<file path="config.mk">
export PLATFORM = sky130hd
export DESIGN_NAME = text_glyph_quad_generator_top_flat
export DESIGN_NICKNAME = d
export VERILOG_FILES = /design/src/design/tgq_pkg.sv /design/src/design/tgq_in_if.sv /design/src/design/tgq_out_if.sv /design/src/design/tgq_front.sv /design/src/design/tgq_queue.sv /design/src/design/tgq_back.sv /design/src/design/text_glyph_quad_generator_top.sv /design/src/flat_wrapper.sv
export SDC_FILE = /design/constraint.sdc
export NUM_CORES = 1
export LEC_CHECK = 0
export BUFFER_PORTS_ARGS = -buffer_cell sky130_fd_sc_hd__buf_2
export CELL_PAD_IN_SITES_DETAIL_PLACEMENT = 0
export CELL_PAD_IN_SITES_GLOBAL_PLACEMENT = 1
export CORE_ASPECT_RATIO = 1.4
export CORE_UTILIZATION = 35
export DETAILED_ROUTE_END_ITERATION = 10
export GPL_ROUTABILITY_DRIVEN = 0
export PLACE_DENSITY_LB_ADDON = 0.1
export SYNTH_ARGS = -nofsm -noshare
export SYNTH_HDL_FRONTEND = slang
export SYNTH_SLANG_ARGS = --single-unit
export TNS_END_PERCENT = 10
</file>
<file path="constraint.sdc">
create_clock -name i_clk -period 16.25 [get_ports i_clk]
set_input_delay 0.8125 -clock i_clk [delete_from_list [all_inputs] [get_ports i_clk]]
set_output_delay 0.8125 -clock i_clk [all_outputs]
set_load 0.01 [all_outputs]
</file>
<file path="src/design/tgq_pkg.sv">
// Package for the text glyph quad generator.
// Holds the queue entry types, the character and register codes, and the palette table.
// No dependencies.
package tgq_pkg;

    localparam int PALETTE_ENTRIES = 25;
    localparam int QUEUE_DEPTH     = 4;
    localparam int QUEUE_PTR_W     = $clog2(QUEUE_DEPTH);
    localparam int QUEUE_CNT_W     = $clog2(QUEUE_DEPTH + 1);

    localparam logic CFG_DISPLAY_ENABLE    = 1'b0;
    localparam logic CFG_PROGRESSIVE_SCALE = 1'b1;

    localparam logic [7:0] CODE_NONE     = 8'h00;
    localparam logic [7:0] CODE_NEWLINE  = 8'h0A;
    localparam logic [7:0] CODE_SPACE    = 8'h20;
    localparam logic [7:0] CODE_SPECIAL1 = 8'h01;
    localparam logic [7:0] CODE_SPECIAL2 = 8'h02;
    localparam logic [7:0] CODE_SPECIAL3 = 8'h03;
    localparam logic [7:0] CODE_SPECIAL4 = 8'h04;
    localparam logic [7:0] CELL_SPECIAL1 = 8'h7D;
    localparam logic [7:0] CELL_SPECIAL2 = 8'h60;
    localparam logic [7:0] CELL_SPECIAL3 = 8'h7C;
    localparam logic [7:0] CELL_SPECIAL4 = 8'h7B;
    localparam logic [7:0] CELL_BASE     = 8'h20;

    localparam logic       FUNC_BEGIN = 1'b0;
    localparam logic       FUNC_CHAR  = 1'b1;

    localparam logic [15:0] SCALE_BIAS     = 16'd24576;
    localparam logic [15:0] SCALE_Y_OFFSET = 16'd56;

    localparam logic [1:0] VTX_TOP_LEFT     = 2'd0;
    localparam logic [1:0] VTX_TOP_RIGHT    = 2'd1;
    localparam logic [1:0] VTX_BOTTOM_RIGHT = 2'd2;
    localparam logic [1:0] VTX_BOTTOM_LEFT  = 2'd3;

    localparam logic [8:0] GLYPH_W = 9'd8;
    localparam logic [7:0] GLYPH_H = 8'd16;

    typedef struct packed {
        logic [15:0] x0;
        logic [15:0] y0;
        logic [15:0] x1;
        logic [15:0] y1;
        logic [7:0]  u;
        logic [6:0]  v;
        logic [7:0]  red;
        logic [7:0]  green;
        logic [7:0]  blue;
        logic [7:0]  alpha;
    } t_quad;

    typedef struct packed {
        logic  valid;
        t_quad quad;
    } t_quad_push;

    typedef struct packed {
        logic  valid;
        t_quad quad;
    } t_quad_head;

    function automatic logic [31:0] palette_color(input logic [4:0] idx);
        logic [31:0] col;
        case (idx)
            5'd0:    col = 32'hB0B0B0FF;
            5'd1:    col = 32'h0000FFFF;
            5'd2:    col = 32'hFF0000FF;
            5'd3:    col = 32'hFF00FFFF;
            5'd4:    col = 32'h00FF00FF;
            5'd5:    col = 32'h00FFFFFF;
            5'd6:    col = 32'hFFFF00FF;
            5'd7:    col = 32'h808080FF;
            5'd8:    col = 32'h808080FF;
            5'd9:    col = 32'h000080FF;
            5'd10:   col = 32'h800000FF;
            5'd11:   col = 32'h800080FF;
            5'd12:   col = 32'h008000FF;
            5'd13:   col = 32'h008080FF;
            5'd14:   col = 32'h808000FF;
            5'd15:   col = 32'h404040FF;
            5'd16:   col = 32'hA0A0A0FF;
            5'd17:   col = 32'h686868FF;
            5'd18:   col = 32'h00C000FF;
            5'd19:   col = 32'h005800FF;
            5'd20:   col = 32'h585858FF;
            5'd21:   col = 32'h303030FF;
            5'd22:   col = 32'hFF9600FF;
            5'd23:   col = 32'h905100FF;
            5'd24:   col = 32'h60A0A0FF;
            default: col = 32'h00000000;
        endcase
        return col;
    endfunction

    function automatic logic [7:0] glyph_cell(input logic [7:0] code);
        logic [7:0] c;
        case (code)
            CODE_SPECIAL1: c = CELL_SPECIAL1;
            CODE_SPECIAL2: c = CELL_SPECIAL2;
            CODE_SPECIAL3: c = CELL_SPECIAL3;
            CODE_SPECIAL4: c = CELL_SPECIAL4;
            default:       c = code;
        endcase
        return c - CELL_BASE;
    endfunction

endpackage

</file>
<file path="src/design/tgq_in_if.sv">
// Input channel of the text glyph quad generator: valid/ready with one text item.
// No dependencies.
interface tgq_in_if;
    logic               valid;
    logic               ready;
    logic               func;
    logic signed [15:0] start_x;
    logic signed [15:0] start_y;
    logic        [4:0]  color_index;
    logic        [7:0]  cell_width;
    logic        [7:0]  cell_height;
    logic        [7:0]  char_code;

    modport source (output valid, func, start_x, start_y, color_index, cell_width,
                    cell_height, char_code, input ready);
    modport sink   (input valid, func, start_x, start_y, color_index, cell_width,
                    cell_height, char_code, output ready);
endinterface

</file>
<file path="src/design/tgq_out_if.sv">
// Output channel of the text glyph quad generator: valid/ready with one vertex.
// No dependencies.
interface tgq_out_if;
    logic               valid;
    logic               ready;
    logic signed [15:0] vertex_x;
    logic signed [15:0] vertex_y;
    logic        [8:0]  tex_u;
    logic        [7:0]  tex_v;
    logic        [7:0]  red;
    logic        [7:0]  green;
    logic        [7:0]  blue;
    logic        [7:0]  alpha;
    logic               quad_end;

    modport source (output valid, vertex_x, vertex_y, tex_u, tex_v, red, green, blue,
                    alpha, quad_end, input ready);
    modport sink   (input valid, vertex_x, vertex_y, tex_u, tex_v, red, green, blue,
                    alpha, quad_end, output ready);
endinterface

</file>
<file path="src/design/tgq_front.sv">
// Front end: accepts text items, keeps the cursor state and builds quad descriptors.
// Depends on tgq_pkg and tgq_in_if.
module tgq_front
    import tgq_pkg::*;
(
    input  logic       i_clk,
    input  logic       i_rst_n,
    input  logic       i_cfg_we,
    input  logic       i_cfg_index,
    input  logic       i_cfg_data,
    tgq_in_if.sink     i_item,
    input  logic       i_queue_full,
    output t_quad_push o_push
);

    logic        r_display_enable;
    logic        r_progressive_scale;
    logic [15:0] r_cursor_x,     n_cursor_x;
    logic [15:0] r_cursor_y,     n_cursor_y;
    logic [15:0] r_line_start_x, n_line_start_x;
    logic [7:0]  r_advance_width, n_advance_width;
    logic [15:0] r_line_height,  n_line_height;
    logic [4:0]  r_text_color,   n_text_color;

    logic        accept;
    logic [15:0] y_biased;
    logic [17:0] y_times3;
    logic [15:0] y_scaled;
    logic [9:0]  h_times3;
    logic [15:0] h_scaled;
    logic [7:0]  glyph_idx;
    logic [4:0]  color_idx;
    logic [31:0] color;
    logic        is_black;
    logic        draws;

    assign i_item.ready = !i_queue_full;
    assign accept       = i_item.valid && i_item.ready;

    // floor(3*y/4) + SCALE_Y_OFFSET on a signed value: bias to unsigned, scale, remove the exact bias.
    assign y_biased = i_item.start_y ^ 16'h8000;
    assign y_times3 = {2'b00, y_biased} + {1'b0, y_biased, 1'b0};
    assign y_scaled = y_times3[17:2] - SCALE_BIAS + SCALE_Y_OFFSET;
    assign h_times3 = {2'b00, i_item.cell_height} + {1'b0, i_item.cell_height, 1'b0};
    assign h_scaled = {8'd0, h_times3[9:2]};

    always_ff @(posedge i_clk) begin
        if (!i_rst_n) begin
            r_display_enable    <= 1'b0;
            r_progressive_scale <= 1'b0;
        end else if (i_cfg_we) begin
            case (i_cfg_index)
                CFG_DISPLAY_ENABLE:    r_display_enable    <= i_cfg_data;
                CFG_PROGRESSIVE_SCALE: r_progressive_scale <= i_cfg_data;
                default: ;
            endcase
        end
    end

    always_comb begin
        n_cursor_x      = r_cursor_x;
        n_cursor_y      = r_cursor_y;
        n_line_start_x  = r_line_start_x;
        n_advance_width = r_advance_width;
        n_line_height   = r_line_height;
        n_text_color    = r_text_color;
        draws           = 1'b0;
        if (accept) begin
            if (i_item.func == FUNC_BEGIN) begin
                n_cursor_x      = i_item.start_x;
                n_line_start_x  = i_item.start_x;
                n_text_color    = i_item.color_index;
                n_advance_width = i_item.cell_width;
                if (r_progressive_scale) begin
                    n_cursor_y    = y_scaled;
                    n_line_height = h_scaled;
                end else begin
                    n_cursor_y    = i_item.start_y;
                    n_line_height = {8'd0, i_item.cell_height};
                end
            end else if (i_item.char_code == CODE_NEWLINE) begin
                n_cursor_y = r_cursor_y + r_line_height;
                n_cursor_x = r_line_start_x;
            end else if (i_item.char_code != CODE_NONE) begin
                n_cursor_x = r_cursor_x + {8'd0, r_advance_width};
                draws      = (i_item.char_code != CODE_SPACE) && r_display_enable;
            end
        end
    end

    always_ff @(posedge i_clk) begin
        if (!i_rst_n) begin
            r_cursor_x      <= '0;
            r_cursor_y      <= '0;
            r_line_start_x  <= '0;
            r_advance_width <= '0;
            r_line_height   <= '0;
            r_text_color    <= '0;
        end else begin
            r_cursor_x      <= n_cursor_x;
            r_cursor_y      <= n_cursor_y;
            r_line_start_x  <= n_line_start_x;
            r_advance_width <= n_advance_width;
            r_line_height   <= n_line_height;
            r_text_color    <= n_text_color;
        end
    end

    // Out-of-range color indexes use the last palette entry; black draws white.
    assign color_idx = (r_text_color >= 5'(PALETTE_ENTRIES)) ?
                       5'(PALETTE_ENTRIES - 1) : r_text_color;
    assign color     = palette_color(color_idx);
    assign is_black  = (color[31:8] == 24'd0);
    assign glyph_idx = glyph_cell(i_item.char_code);

    always_comb begin
        o_push.valid      = (i_item.func == FUNC_CHAR) && draws;
        o_push.quad.x0    = r_cursor_x;
        o_push.quad.y0    = r_cursor_y;
        o_push.quad.x1    = r_cursor_x + {8'd0, r_advance_width};
        o_push.quad.y1    = r_cursor_y + r_line_height;
        o_push.quad.u     = {glyph_idx[4:0], 3'b000};
        o_push.quad.v     = {glyph_idx[7:5], 4'b0000};
        o_push.quad.red   = is_black ? 8'hFF : color[31:24];
        o_push.quad.green = is_black ? 8'hFF : color[23:16];
        o_push.quad.blue  = is_black ? 8'hFF : color[15:8];
        o_push.quad.alpha = color[7:0];
    end

endmodule

</file>
<file path="src/design/tgq_queue.sv">
// Short queue of quad descriptors between the front end and the vertex emitter.
// Depends on tgq_pkg.
module tgq_queue
    import tgq_pkg::*;
(
    input  logic       i_clk,
    input  logic       i_rst_n,
    input  t_quad_push i_push,
    input  logic       i_pop,
    output logic       o_full,
    output t_quad_head o_head
);

    t_quad                   r_mem [QUEUE_DEPTH];
    logic [QUEUE_PTR_W-1:0]  r_wr_ptr;
    logic [QUEUE_PTR_W-1:0]  r_rd_ptr;
    logic [QUEUE_CNT_W-1:0]  r_count;
    logic                    do_push;
    logic                    do_pop;

    assign o_full      = (r_count == QUEUE_CNT_W'(QUEUE_DEPTH));
    assign do_push     = i_push.valid && !o_full;
    assign do_pop      = i_pop && (r_count != '0);
    assign o_head.valid = (r_count != '0);
    assign o_head.quad  = r_mem[r_rd_ptr];

    always_ff @(posedge i_clk) begin
        if (do_push) begin
            r_mem[r_wr_ptr] <= i_push.quad;
        end
    end

    always_ff @(posedge i_clk) begin
        if (!i_rst_n) begin
            r_wr_ptr <= '0;
            r_rd_ptr <= '0;
            r_count  <= '0;
        end else begin
            if (do_push) begin
                r_wr_ptr <= (r_wr_ptr == QUEUE_PTR_W'(QUEUE_DEPTH - 1)) ? '0 : r_wr_ptr + 1'b1;
            end
            if (do_pop) begin
                r_rd_ptr <= (r_rd_ptr == QUEUE_PTR_W'(QUEUE_DEPTH - 1)) ? '0 : r_rd_ptr + 1'b1;
            end
            case ({do_push, do_pop})
                2'b10:   r_count <= r_count + 1'b1;
                2'b01:   r_count <= r_count - 1'b1;
                default: r_count <= r_count;
            endcase
        end
    end

    a_no_push_when_full: assert property (@(posedge i_clk) disable iff (!i_rst_n)
        i_push.valid |-> !o_full)
        else $error("quad pushed into a full queue");

    a_no_pop_when_empty: assert property (@(posedge i_clk) disable iff (!i_rst_n)
        i_pop |-> (r_count != '0))
        else $error("quad popped from an empty queue");

    a_count_bounded: assert property (@(posedge i_clk) disable iff (!i_rst_n)
        r_count <= QUEUE_CNT_W'(QUEUE_DEPTH))
        else $error("queue count beyond its depth");

    a_pointers_track_count: assert property (@(posedge i_clk) disable iff (!i_rst_n)
        (r_count == '0) |-> (r_wr_ptr == r_rd_ptr))
        else $error("queue pointers differ while the queue is empty");

endmodule

</file>
<file path="src/design/tgq_back.sv">
// Back end: expands each quad descriptor into four vertices on the output channel.
// Depends on tgq_pkg and tgq_out_if.
module tgq_back
    import tgq_pkg::*;
(
    input  logic       i_clk,
    input  logic       i_rst_n,
    input  t_quad_head i_head,
    output logic       o_pop,
    tgq_out_if.source  o_vertex
);

    logic        r_busy,  n_busy;
    logic [1:0]  r_k,     n_k;
    t_quad       r_quad;
    logic        r_out_valid;
    logic [15:0] r_vx;
    logic [15:0] r_vy;
    logic [8:0]  r_tu;
    logic [7:0]  r_tv;
    logic [7:0]  r_red;
    logic [7:0]  r_green;
    logic [7:0]  r_blue;
    logic [7:0]  r_alpha;
    logic        r_quad_end;

    logic        advance;
    logic        emit;
    logic        load;
    logic        right;
    logic        bottom;

    assign advance = !r_out_valid || o_vertex.ready;
    assign emit    = r_busy && advance;
    // New descriptors load when idle or as the last vertex enters the output register.
    assign load    = i_head.valid && (!r_busy || (emit && r_k == VTX_BOTTOM_LEFT));
    assign o_pop   = load;
    assign right   = (r_k == VTX_TOP_RIGHT) || (r_k == VTX_BOTTOM_RIGHT);
    assign bottom  = (r_k == VTX_BOTTOM_RIGHT) || (r_k == VTX_BOTTOM_LEFT);

    always_comb begin
        n_busy = r_busy;
        n_k    = r_k;
        if (load) begin
            n_busy = 1'b1;
            n_k    = VTX_TOP_LEFT;
        end else if (emit) begin
            n_k = r_k + 1'b1;
            if (r_k == VTX_BOTTOM_LEFT) begin
                n_busy = 1'b0;
            end
        end
    end

    always_ff @(posedge i_clk) begin
        if (!i_rst_n) begin
            r_busy      <= 1'b0;
            r_k         <= VTX_TOP_LEFT;
            r_out_valid <= 1'b0;
        end else begin
            r_busy <= n_busy;
            r_k    <= n_k;
            if (advance) begin
                r_out_valid <= r_busy;
            end
        end
    end

    always_ff @(posedge i_clk) begin
        if (load) begin
            r_quad <= i_head.quad;
        end
        if (emit) begin
            r_vx       <= right  ? r_quad.x1 : r_quad.x0;
            r_vy       <= bottom ? r_quad.y1 : r_quad.y0;
            r_tu       <= {1'b0, r_quad.u} + (right ? GLYPH_W : 9'd0);
            r_tv       <= {1'b0, r_quad.v} + (bottom ? GLYPH_H : 8'd0);
            r_red      <= r_quad.red;
            r_green    <= r_quad.green;
            r_blue     <= r_quad.blue;
            r_alpha    <= r_quad.alpha;
            r_quad_end <= (r_k == VTX_BOTTOM_LEFT);
        end
    end

    assign o_vertex.valid    = r_out_valid;
    assign o_vertex.vertex_x = r_vx;
    assign o_vertex.vertex_y = r_vy;
    assign o_vertex.tex_u    = r_tu;
    assign o_vertex.tex_v    = r_tv;
    assign o_vertex.red      = r_red;
    assign o_vertex.green    = r_green;
    assign o_vertex.blue     = r_blue;
    assign o_vertex.alpha    = r_alpha;
    assign o_vertex.quad_end = r_quad_end;

endmodule

</file>
<file path="src/design/text_glyph_quad_generator_top.sv">
// Top level of the text glyph quad generator.
// Depends on tgq_pkg, tgq_in_if, tgq_out_if, tgq_front, tgq_queue and tgq_back.
//
// Usage: text items arrive on i_item (valid/ready). A begin item loads the cursor, line
// start, palette color and cell size; a character item draws one glyph as a quad of four
// vertices on o_vertex (valid/ready), top left, top right, bottom right, bottom left, with
// quad_end set on the last. Spaces, newlines, begin items and code zero produce nothing.
// Configuration is written through i_cfg_we/i_cfg_index/i_cfg_data while the block is idle.
// The front end takes one item per cycle while the queue is not full and queues up to four
// quad descriptors; the vertex emitter sends one vertex per cycle while the receiver is
// ready, and the output port sets the sustained rate. The first vertex of a quad passes
// through the queue, the descriptor register and the output register before it appears.
// When the receiver stalls, the vertex held in the output register stays; the queue keeps
// filling and i_item.ready drops only once four quads wait. Non-drawing items pass through
// the front end at one per cycle as long as the queue is not full.
// Reset clears the configuration, the cursor state, the queue and the output valid.
module text_glyph_quad_generator_top
    import tgq_pkg::*;
(
    input  logic      i_clk,
    input  logic      i_rst_n,
    input  logic      i_cfg_we,
    input  logic      i_cfg_index,
    input  logic      i_cfg_data,
    tgq_in_if.sink    i_item,
    tgq_out_if.source o_vertex
);

    t_quad_push push;
    t_quad_head head;
    logic       queue_full;
    logic       pop;

    tgq_front u_front (
        .i_clk        (i_clk),
        .i_rst_n      (i_rst_n),
        .i_cfg_we     (i_cfg_we),
        .i_cfg_index  (i_cfg_index),
        .i_cfg_data   (i_cfg_data),
        .i_item       (i_item),
        .i_queue_full (queue_full),
        .o_push       (push)
    );

    tgq_queue u_queue (
        .i_clk   (i_clk),
        .i_rst_n (i_rst_n),
        .i_push  (push),
        .i_pop   (pop),
        .o_full  (queue_full),
        .o_head  (head)
    );

    tgq_back u_back (
        .i_clk    (i_clk),
        .i_rst_n  (i_rst_n),
        .i_head   (head),
        .o_pop    (pop),
        .o_vertex (o_vertex)
    );

endmodule

</file>
<file path="src/flat_wrapper.sv">
// flat-port wrapper written by rule: the top's interface ports become plain ports
module text_glyph_quad_generator_top_flat import tgq_pkg::*;
  (i_clk, i_rst_n, i_cfg_we, i_cfg_index, i_cfg_data, i_item_valid, i_item_func, i_item_start_x, i_item_start_y, i_item_color_index, i_item_cell_width, i_item_cell_height, i_item_char_code, i_item_ready, o_vertex_valid, o_vertex_vertex_x, o_vertex_vertex_y, o_vertex_tex_u, o_vertex_tex_v, o_vertex_red, o_vertex_green, o_vertex_blue, o_vertex_alpha, o_vertex_quad_end, o_vertex_ready);
  tgq_in_if i_item_i ();
  tgq_out_if o_vertex_i ();
  input  logic i_clk;
  input  logic i_rst_n;
  input  logic i_cfg_we;
  input  logic i_cfg_index;
  input  logic i_cfg_data;
  input wire logic [$bits(i_item_i.valid)-1:0] i_item_valid;
  input wire logic [$bits(i_item_i.func)-1:0] i_item_func;
  input wire logic [$bits(i_item_i.start_x)-1:0] i_item_start_x;
  input wire logic [$bits(i_item_i.start_y)-1:0] i_item_start_y;
  input wire logic [$bits(i_item_i.color_index)-1:0] i_item_color_index;
  input wire logic [$bits(i_item_i.cell_width)-1:0] i_item_cell_width;
  input wire logic [$bits(i_item_i.cell_height)-1:0] i_item_cell_height;
  input wire logic [$bits(i_item_i.char_code)-1:0] i_item_char_code;
  output wire logic [$bits(i_item_i.ready)-1:0] i_item_ready;
  output wire logic [$bits(o_vertex_i.valid)-1:0] o_vertex_valid;
  output wire logic [$bits(o_vertex_i.vertex_x)-1:0] o_vertex_vertex_x;
  output wire logic [$bits(o_vertex_i.vertex_y)-1:0] o_vertex_vertex_y;
  output wire logic [$bits(o_vertex_i.tex_u)-1:0] o_vertex_tex_u;
  output wire logic [$bits(o_vertex_i.tex_v)-1:0] o_vertex_tex_v;
  output wire logic [$bits(o_vertex_i.red)-1:0] o_vertex_red;
  output wire logic [$bits(o_vertex_i.green)-1:0] o_vertex_green;
  output wire logic [$bits(o_vertex_i.blue)-1:0] o_vertex_blue;
  output wire logic [$bits(o_vertex_i.alpha)-1:0] o_vertex_alpha;
  output wire logic [$bits(o_vertex_i.quad_end)-1:0] o_vertex_quad_end;
  input wire logic [$bits(o_vertex_i.ready)-1:0] o_vertex_ready;
  assign i_item_i.valid = i_item_valid;
  assign i_item_i.func = i_item_func;
  assign i_item_i.start_x = i_item_start_x;
  assign i_item_i.start_y = i_item_start_y;
  assign i_item_i.color_index = i_item_color_index;
  assign i_item_i.cell_width = i_item_cell_width;
  assign i_item_i.cell_height = i_item_cell_height;
  assign i_item_i.char_code = i_item_char_code;
  assign i_item_ready = i_item_i.ready;
  assign o_vertex_valid = o_vertex_i.valid;
  assign o_vertex_vertex_x = o_vertex_i.vertex_x;
  assign o_vertex_vertex_y = o_vertex_i.vertex_y;
  assign o_vertex_tex_u = o_vertex_i.tex_u;
  assign o_vertex_tex_v = o_vertex_i.tex_v;
  assign o_vertex_red = o_vertex_i.red;
  assign o_vertex_green = o_vertex_i.green;
  assign o_vertex_blue = o_vertex_i.blue;
  assign o_vertex_alpha = o_vertex_i.alpha;
  assign o_vertex_quad_end = o_vertex_i.quad_end;
  assign o_vertex_i.ready = o_vertex_ready;
  text_glyph_quad_generator_top u_core (.i_clk(i_clk), .i_rst_n(i_rst_n), .i_cfg_we(i_cfg_we), .i_cfg_index(i_cfg_index), .i_cfg_data(i_cfg_data), .i_item(i_item_i), .o_vertex(o_vertex_i));
endmodule
</file>
# Word-level counts from Yosys, hierarchy flattened
# Memory sizes are Yosys's and may differ from the RTL's. A register that Yosys moved wholly into a read port is not among the register bits.
# Cells that the tools add are included.
totals:
  register_bits: 187
  ram_bits: 416
  romBits: 1024
  inputBits: 69
  out_inout_bits: 84
  elab_cells: 118
  n_memories: 2
mem_list:
  columns: ["name", "words", "word_bits", "read_ports", "rd_ports_with_merged_regs", "write_ports", "line", "source"]
  rows:
  - ["(name not given)", 32, 32, 1, 0, 0, "tgq_pkg.sv:66", "case (idx)"]
  - ["u_core.u_queue.r_mem", 4, 104, 1, 1, 1, "tgq_queue.sv:14", "t_quad r_mem [QUEUE_DEPTH];"]
op_classes:
  add_sub_neg: 14
  order_cmp: 1
  eq_ne: 16
  muxes: 28
  n_bitwise: 4
  n_reduce_logical: 28
op_table:
  columns: ["op", "n"]
  rows:
  - ["$mux 16", 8]
  - ["$mux 8", 4]
  - ["$pmux 8 s4", 1]
  - ["$logic_not 24->1", 1]
  - ["$add 16x17->18", 1]
  - ["$add 16x16->16", 1]
  - ["$add 16x6->16 const B", 1]
  - ["$add 16x8->16", 1]
  - ["$eq 8x2->1 const B", 2]
  - ["$sub 16x15->16 const B", 1]
  - ["$reduce_and 2->1", 6]
  - ["$add 8x9->10", 1]
  - ["$eq 2x2->1 const B", 5]
  - ["$mux 5", 2]
  - ["$add 8x4->9", 1]
  - ["$mux 1", 9]
  - ["$add 7x5->8", 1]
  - ["$eq 8x1->1 const B", 1]
  - ["$eq 8x3->1 const B", 1]
  - ["$eq 8x4->1 const B", 1]
  - ["$logic_and 1x1->1", 8]
  - ["$ne 8x6->1 const B", 1]
  - ["$reduce_bool 8->1", 1]
  - ["$sub 8x6->8 const B", 1]
  - ["other kinds (17)", 31]

# Longest topological paths before layout
depth:
  ltp_word: 10
  depth_mapped: 13
  mapped_depth_nobuf: 12

# Cells and area by module
# Synthesis repeated with hierarchy kept, for this count alone.
unflattened:
  hier_cells: 1824
  hier_area_um2: 29793.6
by_module_without_submodules:
  columns: ["mod", "instances", "cells_per_inst", "area_per_inst_um2", "seq_area_each_um2"]
  rows:
  - ["tgq_queue", 1, 635, 16497.1, 13513.0]
  - ["tgq_front", 1, 921, 6692.7, 1421.4]
  - ["tgq_back", 1, 268, 6603.8, 5875.6]

# Least setup slack after synthesis
# No wires, ideal clock.
synth_path:
  kind: "input port to flip-flop"
  startpoint: "input o_vertex_ready"
  endpoint: "register u_core.u_queue.r_count[2]"
  setup_ns: 0.070
  arrival_time_ns: 7.421
  path_slack_ns: 8.758
  path_stages: 9
  n_path_buf: 0
  path_cell_list: "nand2b_1 nand2_1 a21oi_1 ha_1 inv_1 fa_1 xor2_1 or3_1 a21oi_1"
synth_between:
  elab_chain_cells: 8
  word_cells_on_any_way: 10
  classes_between: "2 x eq/ne; 1 x mux; 7 x reduce/logical"
synth_rtl:
  columns: ["item", "line", "source"]
  rows:
  - ["start, declared", "flat_wrapper.sv:30", "input wire logic [$bits(o_vertex_i.ready)-1:0] o_vertex_ready;"]
  - ["$logic_or 1x1->1 (*)", "tgq_back.sv:33", "assign advance = !r_out_valid || o_vertex.ready;"]
  - ["$logic_and 1x1->1 (*)", "tgq_back.sv:34", "assign emit = r_busy && advance;"]
  - ["$logic_and 1x1->1 (*)", "tgq_back.sv:36", "assign load = i_head.valid && (!r_busy || (emit && r_k == VTX_BOTTOM_LEFT));"]
  - ["$logic_or 1x1->1 (*)", "tgq_back.sv:36", null]
  - ["$logic_and 1x1->1 (*)", "tgq_back.sv:36", null]
  - ["named net u_core.pop", "text_glyph_quad_generator_top.sv:32", "logic pop;"]
  - ["$logic_and 1x1->1 (*)", "tgq_queue.sv:23", "assign do_pop = i_pop && (r_count != '0);"]
  - ["$eq 2x1->1 or $eq 2x2->1 (tied branches)", "tgq_queue.sv:45", "case ({do_push, do_pop})"]
  - ["$pmux 3 s2 or $reduce_bool 2->1 (tied branches)", null, null]
  - ["end signal, assigned", "tgq_queue.sv:46", "2'b10: r_count <= r_count + 1'b1;"]
  - ["end signal, assigned", "tgq_queue.sv:47", "2'b01: r_count <= r_count - 1'b1;"]
  - ["end signal, assigned", "tgq_queue.sv:48", "default: r_count <= r_count;"]
  - ["end, declared", "tgq_queue.sv:17", "logic [QUEUE_CNT_W-1:0] r_count;"]
# The timed path passes the listed nets; every way through them passes the cells marked *.
# A chain may end at the register's enable or synchronous reset.

# Worst setup path after layout
layout_path:
  startpoint: "input i_item_char_code[2]"
  endpoint: "memory u_core.u_queue.r_mem[1][50] in the netlist's numbering, enable pin"
layout_between:
  elab_chain_cells: 10
  word_cells_on_any_way: 12
  classes_between: "2 x eq/ne; 6 x mux; 4 x reduce/logical"
layout_rtl:
  columns: ["item", "line", "source"]
  rows:
  - ["start, declared", "flat_wrapper.sv:18", "input wire logic [$bits(i_item_i.char_code)-1:0] i_item_char_code;"]
  - ["$ne 8x6->1", "tgq_front.sv:86", "draws = (i_item.char_code != CODE_SPACE) && r_display_enable;"]
  - ["$logic_and 1x1->1", "tgq_front.sv:86", null]
  - ["$mux 1", "tgq_front.sv:84", "end else if (i_item.char_code != CODE_NONE) begin"]
  - ["$mux 1 (*)", "tgq_front.sv:81", "end else if (i_item.char_code == CODE_NEWLINE) begin"]
  - ["$mux 1 (*)", "tgq_front.sv:69", "if (i_item.func == FUNC_BEGIN) begin"]
  - ["$mux 1 (*)", "tgq_front.sv:68", "if (accept) begin"]
  - ["$logic_and 1x1->1 (*)", "tgq_front.sv:117", "o_push.valid = (i_item.func == FUNC_CHAR) && draws;"]
  - ["$logic_and 1x1->1 (*)", "tgq_queue.sv:22", "assign do_push = i_push.valid && !o_full;"]
  - ["$mux 1 (*)", "tgq_queue.sv:28", "if (do_push) begin"]
  - ["$mux 1 (implied by the code) (*)", "tgq_queue.sv:29", "r_mem[r_wr_ptr] <= i_push.quad;"]
  - ["end, declared", "tgq_queue.sv:14", null]
# Mark *: on every way between the ends. The rest lies on a longest branch, timed or not.

==> results.yml <==
run_status:
  status: "complete, no violations"
synth:
  synth_area_per_cell_sq_um: 15.4
  yosysSeqAreaShare_pct: 68.5
  async_flop_share_pct: 0
  synth_ff_type: "edfxtp_1"
  ys_ff_latch: 605
  synth_edf_count: 523
  syn-cell-area_sq_um: 25300
  synth_cell_types: 83
  yosys_warnings: 0
  synth_top_area_share_pct: 62.0
  synth.area.top_cells: "edfxtp_1 (62%), mux4_2 (8.2%), dfxtp_1 (6.5%)"
  syn_inst: 1642
  yosysTopAreaCell: "edfxtp_1"
timing:
  tightest_slew_ns: 1.07
  slew_headroom_pct: 28.9
  drv_slew: 0
  post-route-period-util_pct: 23.8
  skew_ns: 0.0138
  worst_slack_ns: 12.38
  final-hold-violation-count: 0
  finalSetupViolCount: 0
  min_period_ns: 3.87
  holdWs_ns: 0.416
  grt_setup_unrepaired: "no"
  fmax_mhz: 258
  tns_ns: 0
route:
  drc: 0
  drt_pass1_iterations: 5
  drt-initial-drc-count: 871
  via_per_inst: 5.01
  vias: 13900
  wirelength_microns: 57200
  drt-wirelength-per-cell_microns: 20.6
  ant_nets: 0
clocking:
  ctsHoldBuffers: 0
  postCtsSetupBuffers: 0
  clk_path_buf_depth: 3
  cts_resized: 0
  cts_sinks: 605
  clkTransAtPathRegs_ns: 0.06
  cts_htree_levels: 2
  numCtsBuffers: 58
  clk_latency_ns: 0.62
  cts_tree: "yes"
  root_buffer: "clkbuf_16"
cells_and_area:
  multiInputGateArea_sq_um: 7410
  final_common_cell: "edfxtp_1"
  synthToLayoutAreaGrowth_pct: 14.2
  seq_area_sq_um: 17400
  nets: 1911
  final_util_pct: 40.4
  drive_gt1_share_pct: 23.2
  diodes: 0
  fill_cells: 6582
  final_cell_mix: "edfxtp_1 (523), buf_2 (145), nand2_1 (134), nor2_1 (101)"
critical_path:
  reg2reg_from: "u_core.u_queue.r_count[0]"
  critical_path.max_fanout: 63
  cp-end-kind: "flop"
  worstPathRequired_ns: 16.48
  crit_chain: "buf_2 > or2_2 > or4_1 > buf_4 > nand2_1 > a211oi_1 > and2_4 > buf_4"
  crit_buf_inv: 3
  crit_slowest_cell: "buf_4"
  critPathLaunch: "i_item_char_code[2]"
  startpoint_type: "primary input"
  path_depth: 8
  arrival_ns: 4.10
  path_delay_family: "buffers and inverters"
  crit_type: "primary input to flop"
  cp_slowest_stage_delay_ns: 0.86
  cp_common_cell: "buf_4"
  reg2regPathDepth: 7
flow_run:
  cap_viol_max_count: 0
power:
  vdd_drop_max_uv: 78.5
  powerDensity_nw_per_um2: 145
  power.total_mw: 4.20
  p_leak_nw: 9.81
global_routing:
  grt_max_degree: 64
  grt_pass1_wl_microns: 88200
  antenna_found_initial: 0
  grt_pass1_vias: 14600
  gr-total-overflow: 0
  grt_use_total_pct: 15.8
floorplanning:
  die_h_microns: 320
  start_util_pct: 35.4
  coreArea_sq_um: 71600
  die_w_microns: 229
  num_rows: 116
  die_area_sq_um: 73500
  ioPinCount: 153
place:
  dp_hpwl_microns: 36500
  dp_slack_ns: 11.67
  portBuffers: 145
hold_path:
  hold_class: "flop to flop"
  hp-start: "u_core.u_back.r_quad[20]"
  min_path_cells: 0
-- routing by layer --
layer / vias up / GRT usage, % / routed length [microns]
met5: - / 0 / 0
met4: 0 / 4.04 / 1090
met2: 256 / 28.7 / 30000
li1: 6566 / - / -
met3: 72 / 2.68 / 2270
met1: 7004 / 19.4 / 23900
-- worst paths after layout --
| kind | endpoint | slack (ns) |
|---|---|---|
| worst max-delay path | u_core.u_queue.r_mem[1][50] | 12.38 |
| worst min-delay path | u_core.u_back.o_vertex.green[4] | 0.42 |
| worst max register to register | u_core.u_queue.r_mem[1][50] | 12.72 |
| worst min register to register | u_core.u_back.o_vertex.green[4] | 0.42 |
-- cells in the mapped netlist (15+ instances only) --
| cell type | instances |
|---|---|
| mux2_2 | 34 |
| inv_1 | 46 |
| nor2_1 | 103 |
| buf_1 | 18 |
| mux4_2 | 92 |
| clkbuf_1 | 50 |
| a21oi_1 | 93 |
| mux2i_1 | 18 |
| a211oi_1 | 19 |
| nand2_1 | 135 |
| a31oi_1 | 15 |
| dfxtp_1 | 82 |
| edfxtp_1 | 523 |
| nand3_1 | 20 |
| o21ai_0 | 67 |
| ha_1 | 57 |
| buf_4 | 20 |
| xnor2_1 | 41 |
| nor3_1 | 18 |
| xor2_1 | 20 |
-- area by class of cell --
cell class	count	area share, %
clock inverter	26	0.869
clock buffer	83	5.74
tap	944	4.08
inverter	47	0.610
timing repair buffer	168	3.11
multi-input combinational	900	25.6
sequential	605	60.0
-- per-stage QoR --
stage	std cells	cell area (sq um)
after CTS	2773	28900
after global routing	2773	28900
final	2773	28900
after global placement	2664	27000
after floorplan	1648	25300
after detailed placement	2664	27000
-- registers in the layout, indices dropped and copies added (netlist names), 4 cells and up --
signal                           flops
u_core.u_front.r_line_start_x       16
u_core.u_front.r_cursor_y           16
u_core.u_back.o_vertex.green         7
u_core.u_back.o_vertex.vertex_x     16
u_core.u_back.r_quad                92
u_core.u_front.r_cursor_x           16
u_core.u_back.o_vertex.tex_u         6
u_core.u_back.o_vertex.tex_v         4
u_core.u_front.r_line_height         8
u_core.u_front.r_advance_width       8
u_core.u_queue.r_mem               368
u_core.u_back.o_vertex.red           6
u_core.u_back.o_vertex.blue          6
u_core.u_back.o_vertex.vertex_y     16
u_core.u_front.r_text_color          5
-- power by group --
group | internal [mW] | total (mW) | switching, mW
combinational | 0.300 | 0.760 | 0.460
sequential | 2.00 | 2.09 | 0.0908
clock | 0.776 | 1.35 | 0.579
-- cells by family (layout without fill, tap and decap cells) --
group	count (synthesis)	count (layout)	share of synthesized area (%)
buffers and inverters	143	324	2.54
adder cells (fa/ha/maj)	62	62	3.21
AO/OA/AOI/OAI	289	289	7.33
flip-flops	605	605	68.5
AND/OR/NAND/NOR	337	337	5.89
other	1	7	0.0148
XOR/XNOR	61	61	2.11
multiplexers	144	144	10.4
Note: power is estimated with default switching activity, not from simulation.
